## config.mk

```make
export PLATFORM = sky130hd
export DESIGN_NAME = multi_pin_lockout_debouncer_unit
export DESIGN_NICKNAME = d
export VERILOG_FILES = /design/src/rtl/mpld_pkg.sv /design/src/rtl/mpld_time_unit.sv /design/src/rtl/multi_pin_lockout_debouncer_unit.sv
export SDC_FILE = /design/constraint.sdc
export NUM_CORES = 2
export LEC_CHECK = 0
export BUFFER_PORTS_ARGS = -buffer_cell sky130_fd_sc_hd__buf_4
export CORE_MARGIN = 8
export CORE_UTILIZATION = 53
export CTS_CLUSTER_SIZE = 12
export DETAILED_ROUTE_END_ITERATION = 10
export PLACE_DENSITY = 0.7
export SETUP_SLACK_MARGIN = 0.05
export SLEW_MARGIN = 5
export SYNTH_ARGS = -nofsm -noshare
export SYNTH_HDL_FRONTEND = slang
export SYNTH_SLANG_ARGS = --single-unit
```

## constraint.sdc

```tcl
create_clock -name clock -period 16.1 [get_ports clock]
set_input_delay 2.415 -clock clock [delete_from_list [all_inputs] [get_ports clock]]
set_output_delay 2.415 -clock clock [all_outputs]
set_load 0.005 [all_outputs]
```

## src/rtl/mpld_pkg.sv

```systemverilog
// Shared types and constants for the multi-pin lockout debouncer.
package mpld_pkg;

   // Number of pins that may be buttons (1 to 32)
   localparam int PIN_COUNT = 32;
   localparam int DATA_W    = 32;
   localparam int DEB_W     = 8;
   localparam int QUERY_W   = 5;
   localparam int IDX_W     = (PIN_COUNT > 1) ? $clog2(PIN_COUNT) : 1;
   localparam int CSR_IDX_W = 2;

   // Pins at or above PIN_COUNT are never buttons
   localparam logic [DATA_W-1:0] PIN_RANGE_MASK =
      (PIN_COUNT >= DATA_W) ? {DATA_W{1'b1}} : ((DATA_W'(1) << PIN_COUNT) - DATA_W'(1));

   // Configuration register indexes
   typedef enum logic [CSR_IDX_W-1:0] {
      REG_BUTTON_MASK = 2'd0,
      REG_DEBOUNCE_MS = 2'd1
   } reg_index_type;

   // Command from the sequencer to the per-pin time unit
   typedef struct packed {
      logic [IDX_W-1:0] idx;
      logic             write;
   } pin_cmd_type;

endpackage

```

## src/rtl/mpld_time_unit.sv

```systemverilog
// Per-pin toggle time store with the shared elapsed-time compare.
module mpld_time_unit (
   input  logic                           clock,
   input  logic                           reset,
   input  mpld_pkg::pin_cmd_type          cmd,
   input  logic [mpld_pkg::DATA_W-1:0]    now_ms,
   input  logic [mpld_pkg::DEB_W-1:0]     debounce_ms,
   output logic                           expired
);

   logic [mpld_pkg::DATA_W-1:0] toggle_time_ff [mpld_pkg::PIN_COUNT];
   logic [mpld_pkg::DATA_W-1:0] elapsed;

   // Elapsed time since the selected pin last toggled, modulo 2^32
   always_comb begin
      elapsed = now_ms - toggle_time_ff[cmd.idx];
      expired = elapsed > mpld_pkg::DATA_W'(debounce_ms);
   end

   // Store the sample time when the selected pin toggles
   always_ff @(posedge clock) begin
      if (reset) begin
         for (int i = 0; i < mpld_pkg::PIN_COUNT; i++) begin
            toggle_time_ff[i] <= '0;
         end
      end else if (cmd.write) begin
         toggle_time_ff[cmd.idx] <= now_ms;
      end
   end

endmodule

```

## src/rtl/multi_pin_lockout_debouncer_unit.sv

```systemverilog
// Top level of the multi-pin lockout debouncer: sequencer, state and result register.
// One poll sample in, one result out. With debounce_ms at zero an accepted sample goes
// straight on to result load and return to idle. Otherwise the block visits the pins
// one per cycle through a single elapsed-time subtract and compare, then loads the
// result and returns to idle; req_ready is low during the scan. The result waits in
// an output register, so a new sample is taken while an earlier result is still held;
// a finished sample waits in result load for that register to empty.
module multi_pin_lockout_debouncer_unit (
   input  logic                               clock,
   input  logic                               reset,
   // configuration writes
   input  logic                               csr_valid,
   output logic                               csr_ready,
   input  logic [mpld_pkg::CSR_IDX_W-1:0]     csr_index,
   input  logic [mpld_pkg::DATA_W-1:0]        csr_wdata,
   // poll samples
   input  logic                               req_valid,
   output logic                               req_ready,
   input  logic [mpld_pkg::DATA_W-1:0]        req_raw_pins,
   input  logic [mpld_pkg::DATA_W-1:0]        req_now_ms,
   input  logic [mpld_pkg::QUERY_W-1:0]       req_query_pin,
   // results
   output logic                               rsp_valid,
   input  logic                               rsp_ready,
   output logic [mpld_pkg::DATA_W-1:0]        rsp_debounced_mask,
   output logic [mpld_pkg::DATA_W-1:0]        rsp_previous_mask,
   output logic                               rsp_any_change,
   output logic                               rsp_pin_pressed,
   output logic                               rsp_pin_changed,
   output logic                               rsp_pin_just_pressed,
   output logic                               rsp_pin_just_released
);

   typedef enum logic [2:0] {
      ST_IDLE = 3'b001,
      ST_SCAN = 3'b010,
      ST_DONE = 3'b100
   } state_type;

   state_type                          state_ff, state_in;
   logic [mpld_pkg::DATA_W-1:0]        button_mask_ff;
   logic [mpld_pkg::DEB_W-1:0]         debounce_ms_ff;
   logic [mpld_pkg::DATA_W-1:0]        deb_ff, deb_in;
   logic [mpld_pkg::DATA_W-1:0]        prev_ff, prev_in;
   logic [mpld_pkg::DATA_W-1:0]        sample_ff, sample_in;
   logic [mpld_pkg::DATA_W-1:0]        now_ff, now_in;
   logic [mpld_pkg::QUERY_W-1:0]       query_ff, query_in;
   logic                               change_ff, change_in;
   logic [mpld_pkg::IDX_W-1:0]         cnt_ff, cnt_in;
   logic                               rsp_valid_ff, rsp_valid_in;
   logic [mpld_pkg::DATA_W-1:0]        out_deb_ff, out_deb_in;
   logic [mpld_pkg::DATA_W-1:0]        out_prev_ff, out_prev_in;
   logic                               out_change_ff, out_change_in;
   logic                               out_pressed_ff, out_pressed_in;
   logic                               out_changed_ff, out_changed_in;

   logic [mpld_pkg::DATA_W-1:0]        enabled;
   logic [mpld_pkg::DATA_W-1:0]        masked_sample;
   logic [mpld_pkg::PIN_COUNT-1:0]     enabled_lane;
   logic [mpld_pkg::PIN_COUNT-1:0]     deb_lane;
   logic [mpld_pkg::PIN_COUNT-1:0]     sample_lane;
   logic                               req_accept;
   logic                               out_free;
   logic                               toggle;
   logic                               expired;
   mpld_pkg::pin_cmd_type              pin_cmd;

   assign csr_ready = 1'b1;
   assign req_ready = (state_ff == ST_IDLE);
   assign req_accept = req_valid && req_ready;
   assign out_free = !rsp_valid_ff || rsp_ready;

   assign enabled = button_mask_ff & mpld_pkg::PIN_RANGE_MASK;
   assign masked_sample = ~req_raw_pins & enabled;
   assign enabled_lane = enabled[mpld_pkg::PIN_COUNT-1:0];
   assign deb_lane = deb_ff[mpld_pkg::PIN_COUNT-1:0];
   assign sample_lane = sample_ff[mpld_pkg::PIN_COUNT-1:0];

   // Toggle the visited pin when it is enabled, differs and its lockout has run out
   assign toggle = (state_ff == ST_SCAN) && enabled_lane[cnt_ff] &&
                   (deb_lane[cnt_ff] != sample_lane[cnt_ff]) && expired;

   assign pin_cmd.idx = cnt_ff;
   assign pin_cmd.write = toggle;

   mpld_time_unit u_time (
      .clock       (clock),
      .reset       (reset),
      .cmd         (pin_cmd),
      .now_ms      (now_ff),
      .debounce_ms (debounce_ms_ff),
      .expired     (expired)
   );

   // Sequencer: accept, scan the pins unless debounce_ms is zero, hand the result over
   always_comb begin
      state_in = state_ff;
      deb_in = deb_ff;
      prev_in = prev_ff;
      sample_in = sample_ff;
      now_in = now_ff;
      query_in = query_ff;
      change_in = change_ff;
      cnt_in = cnt_ff;
      rsp_valid_in = rsp_valid_ff && !rsp_ready;
      out_deb_in = out_deb_ff;
      out_prev_in = out_prev_ff;
      out_change_in = out_change_ff;
      out_pressed_in = out_pressed_ff;
      out_changed_in = out_changed_ff;
      unique case (state_ff)
         ST_IDLE: begin
            if (req_accept) begin
               prev_in = deb_ff;
               sample_in = masked_sample;
               now_in = req_now_ms;
               query_in = req_query_pin;
               cnt_in = '0;
               if (debounce_ms_ff == '0) begin
                  deb_in = masked_sample;
                  change_in = (masked_sample != deb_ff);
                  state_in = ST_DONE;
               end else begin
                  change_in = 1'b0;
                  state_in = ST_SCAN;
               end
            end
         end
         ST_SCAN: begin
            if (toggle) begin
               deb_in = deb_ff ^ (mpld_pkg::DATA_W'(1) << cnt_ff);
               change_in = 1'b1;
            end
            if (cnt_ff == mpld_pkg::IDX_W'(mpld_pkg::PIN_COUNT - 1)) begin
               state_in = ST_DONE;
            end else begin
               cnt_in = cnt_ff + mpld_pkg::IDX_W'(1);
            end
         end
         ST_DONE: begin
            if (out_free) begin
               rsp_valid_in = 1'b1;
               out_deb_in = deb_ff;
               out_prev_in = prev_ff;
               out_change_in = change_ff;
               out_pressed_in = deb_ff[query_ff];
               out_changed_in = deb_ff[query_ff] ^ prev_ff[query_ff];
               state_in = ST_IDLE;
            end
         end
         default: begin
            state_in = ST_IDLE;
         end
      endcase
   end

   // Hold control, debounced state and the configuration registers
   always_ff @(posedge clock) begin
      if (reset) begin
         state_ff <= ST_IDLE;
         deb_ff <= '0;
         prev_ff <= '0;
         change_ff <= 1'b0;
         cnt_ff <= '0;
         rsp_valid_ff <= 1'b0;
         button_mask_ff <= '0;
         debounce_ms_ff <= '0;
      end else begin
         state_ff <= state_in;
         deb_ff <= deb_in;
         prev_ff <= prev_in;
         change_ff <= change_in;
         cnt_ff <= cnt_in;
         rsp_valid_ff <= rsp_valid_in;
         if (csr_valid && csr_ready) begin
            unique case (csr_index)
               mpld_pkg::REG_BUTTON_MASK: button_mask_ff <= csr_wdata;
               mpld_pkg::REG_DEBOUNCE_MS: debounce_ms_ff <= csr_wdata[mpld_pkg::DEB_W-1:0];
               default: ;
            endcase
         end
      end
   end

   // Hold the sample and the result payload
   always_ff @(posedge clock) begin
      sample_ff <= sample_in;
      now_ff <= now_in;
      query_ff <= query_in;
      out_deb_ff <= out_deb_in;
      out_prev_ff <= out_prev_in;
      out_change_ff <= out_change_in;
      out_pressed_ff <= out_pressed_in;
      out_changed_ff <= out_changed_in;
   end

   assign rsp_valid = rsp_valid_ff;
   assign rsp_debounced_mask = out_deb_ff;
   assign rsp_previous_mask = out_prev_ff;
   assign rsp_any_change = out_change_ff;
   assign rsp_pin_pressed = out_pressed_ff;
   assign rsp_pin_changed = out_changed_ff;
   assign rsp_pin_just_pressed = out_changed_ff & out_pressed_ff;
   assign rsp_pin_just_released = out_changed_ff & ~out_pressed_ff;

endmodule
```

==> results by group <==
Setup path
  • Crit path top cell by count: buf_4
  • Crit path required time: ~17 ns
  • Max stage delay on crit path: 0.89 ns
  • Crit path max fanout: between 150 and 200
  • Crit start category: flop
  • Critical path endpoint category: flop
  • Kind of critical path: reg -> reg
  • CP max-delay cell: dfxtp_4
  • Arrival @ worst endpoint: approximately 11 ns
  • CP cell instances: buf_4 > buf_4 > mux4_2 > mux4_2 > mux2i_1 > ha_1 > a21oi_2 > o21ai_1 > a22oi_2 > nand2b_1 > a311oi_1 > nand4_1 > or4_4 > nor4b_2 > or2_4 > buf_12 > buf_4 > o31ai_4 > buf_4

GRT
  • First-pass GRT wire length: ~280,000 um
  • Largest net degree at the start of global routing: approximately 220
  • GR peak layer: met2
  • GR Overflow Total: 0
  • Initial antenna violation count: 8
  • Vias in the first global route: approximately 40,000
  • GRT met2 Usage: between 40 and 50%
  • Met1 usage: around two fifths
  • M3 GR Usage: between 10% and 20%
  • All-Layer GR Usage: between 30% and 40%

Yosys
  • Top post-synthesis cells by area: edfxtp_1, mux4_2, nor3_1, dfxtp_1, nand2_1
  • Ys flop type: edfxtp_1
  • Netlist Area Pre-Place: slightly above 0.06 mm^2
  • Top cell type by total area after synthesis: edfxtp_1
  • Sequential share of the synthesized area: between 60% and 70%
  • Synth Area per Inst: ~14 um^2
  • Ys async rst share: 0%
  • Synth Instances: between 4,000 and 5,000
  • Top cell type's share of synthesized area: between 50% and 60%
  • Cell variety after synth: 80
  • Number of synthesized flops with an enable pin: around 1,200
  • Synth Net Count: between 4,000 and 5,000
  • Warnings from Yosys: 0
  • #FFs+latches synth: around 1,300

STA
  • Worst Clk Skew: 0.0288 ns
  • Final period util: about 67%
  • TNS Setup: 0 ns
  • Pins Over Slew Limit: 0
  • F_max: 92.6 MHz
  • RSZ-0062 raised after global routing: no
  • Relative slew margins: ~8.4%
  • Final min period: 10.80 ns
  • Endpoints failing hold: 0
  • Finish-stage setup viols: 0
  • Worst-Margin Slew: approximately 1.4 ns

Clock network
  • Clock Path Buffers: 3
  • Post-CTS Setup Bufs: 0
  • Post-CTS Hold Fix Bufs: 0
  • H-tree depth: 4
  • Total CTS buffers: approximately 140
  • TritonCTS clock tree: yes
  • # clock sinks: approximately 1,300
  • Post_cts resized: 0
  • Worst skew pair latency: between 0.7 and 0.8 ns
  • CTS clk-pin slew, worst paths: around 0.06 ns
  • Clk root buf: clkbuf_16

Drt
  • Via/cell ratio: approximately 7
  • Vias post-DR: around 42,000
  • Routed len/inst: 33.2 um
  • Initial drt markers: approximately 6,600
  • Post-route ant nets: 0
  • DRC: 0
  • DRT Pass-1 Iters: 8
  • Final Routed Wirelength: around 200,000 um

Pwr
  • Total power: about 7300 uW
  • Comb pwr share: 6.9%
  • Leak Pwr: roughly 0.02 uW
  • Sw Ratio: a little under a quarter
  • Worst vdd ir: approximately 0.074 mV
  • Clock share of power: approximately 41%
  • Pint: between 5000 and 6000 uW
  • Power share of the sequential group: between 50% and 60%
  • Net switching power: 1740 uW
  • Pwr Density: ~110 mW/mm^2

Floorplanning
  • Die Y: ~350 um
  • FP Rows: ~120
  • Die X: ~350 um
  • Core area: 0.114 mm^2
  • Die area: roughly 0.13 mm^2
  • Initial Utilization: 53.2%
  • Ports: 180

Place
  • Port Buffers: approximately 180
  • Routability Congestion: roughly 0.96
  • Final HPWL DP: ~120,000 um

Cells and area
  • Final net count: 4,474
  • Share of post-route cells with drive strength above 1: between 20% and 30%
  • Most frequent cells in the layout: edfxtp_1, nor3_1, nand2_1
  • Most common cell after layout, fill and taps aside: edfxtp_1
  • Layout area overhead: 10.4%

Outcome
  • Status: finished, final reports clean

Hold path
  • Hold Path Class: reg -> reg
  • Worst hold start: change_ff$_SDFFE_PP0P_

Flow run
  • Maxcap violations: 0
## cell usage after synthesis (9+ instances only)
| master | n |
|---|---|
| a21oi_1 | 162 |
| o21a_1 | 9 |
| nand2_1 | 376 |
| nand4_1 | 30 |
| nor3_1 | 1001 |
| mux4_2 | 362 |
| clkbuf_1 | 244 |
| or3_1 | 11 |
| mux2i_1 | 59 |
| and2_1 | 12 |
| buf_2 | 49 |
| nor2_1 | 62 |
| a221oi_1 | 10 |
| inv_1 | 30 |
| nor2b_1 | 72 |
| nand3_1 | 16 |
| o311ai_0 | 25 |
| xnor2_1 | 27 |
| edfxtp_1 | 1160 |
| nor4_1 | 27 |
| o21ai_0 | 37 |
| buf_8 | 43 |
| o31ai_1 | 30 |
| ha_1 | 48 |
| buf_1 | 47 |
| nor3_2 | 40 |
| dfxtp_1 | 119 |
| buf_6 | 42 |
| xor2_1 | 22 |
| o41ai_1 | 25 |
## layout make-up
cell class                      instances  area, um^2
Antenna cell                            7        17.5
Clock buffer                          186        3730
Clock inverter                         56         455
Fill cell                            8733       47000
Inverter                               31         120
Multi-Input combinational cell       2583       21200
Sequential cell                      1279       37200
Tap cell                             1512        1890
Timing Repair Buffer                  284        2200
## final timing paths
kind | end | slack, ns | depth (start not counted)
max | u_time.toggle_time_ff[11][11]$_SDFFCE_PN0P_ | 5.30 | 19
min | rsp_any_change$_DFFE_PP_ | 0.44 | 0
max reg2reg | u_time.toggle_time_ff[11][11]$_SDFFCE_PN0P_ | 5.30 | 19
min reg2reg | rsp_any_change$_DFFE_PP_ | 0.44 | 0
## per-layer routing
metal | wire [um] | part of all wire (%)
met1 | 68500 | 35
met2 | 88500 | 45
met3 | 28700 | 15
met4 | 11700 | 5.9
met5 | 27 | 0.014
## worst max-delay path, delay by kind of cell, from the launching register on
kind	cells	cell delay [ns]
buf+inv	5	3.65
mux	3	1.95
compound gates	5	1.46
simple gates	5	1.67
fa+ha+maj	1	0.48
flops	1	0.89
## flip-flops by register name (all words and copies together), names as in the netlist, 5 cells and up, named ones only
register and flops:
u_time.toggle_time_ff 1024, deb_ff 32, query_ff 5, debounce_ms_ff 8, now_ff 32, sample_ff 32
rsp_debounced_mask 32, cnt_ff 5, rsp_previous_mask 32, prev_ff 32, button_mask_ff 32
## metrics by stage
| step | cell area (um^2) | utilization (%) | cells | setup WS, ns | hold slack (ns) |
|---|---|---|---|---|---|
| 3_5_place_dp | 62600 | 55.0 | 5689 | 5.42 | 0.424 |
| 3_3_place_gp | 62600 | 55.0 | 5689 | 5.39 | 0.418 |
| 5_1_grt | 66800 | 58.7 | 5931 | 4.71 | 0.460 |
| 6_report | 66800 | 58.7 | 5938 | 5.30 | 0.436 |
| 2_1_floorplan | 60500 | - | 4324 | 7.80 | 0.409 |
| 4_1_cts | 66800 | 58.7 | 5931 | 5.36 | 0.437 |
## cells by family after synthesis
logic type,after synthesis,share of synthesized area [%]
xor+xnor,49,0.709
flops,1279,61.5
simple gates,1683,13.8
buf+inv,462,4.41
compound gates,376,4.05
fa+ha+maj,49,1.03
other cells,1,0.00619
mux,425,14.5
## power by group through the flow
| stage | Clock, uW | Sequential, uW | Combinational [uW] |
|---|---|---|---|
| finish | 3020 | 3820 | 508 |
| global route | 3150 | 3830 | 530 |
| CTS | 3030 | 3820 | 495 |
| detailed placement | 0 | 3890 | 493 |
| global placement | 0 | 3880 | 492 |
| floorplan | 0 | 3860 | 303 |
Power figures use the tool's default switching activity.
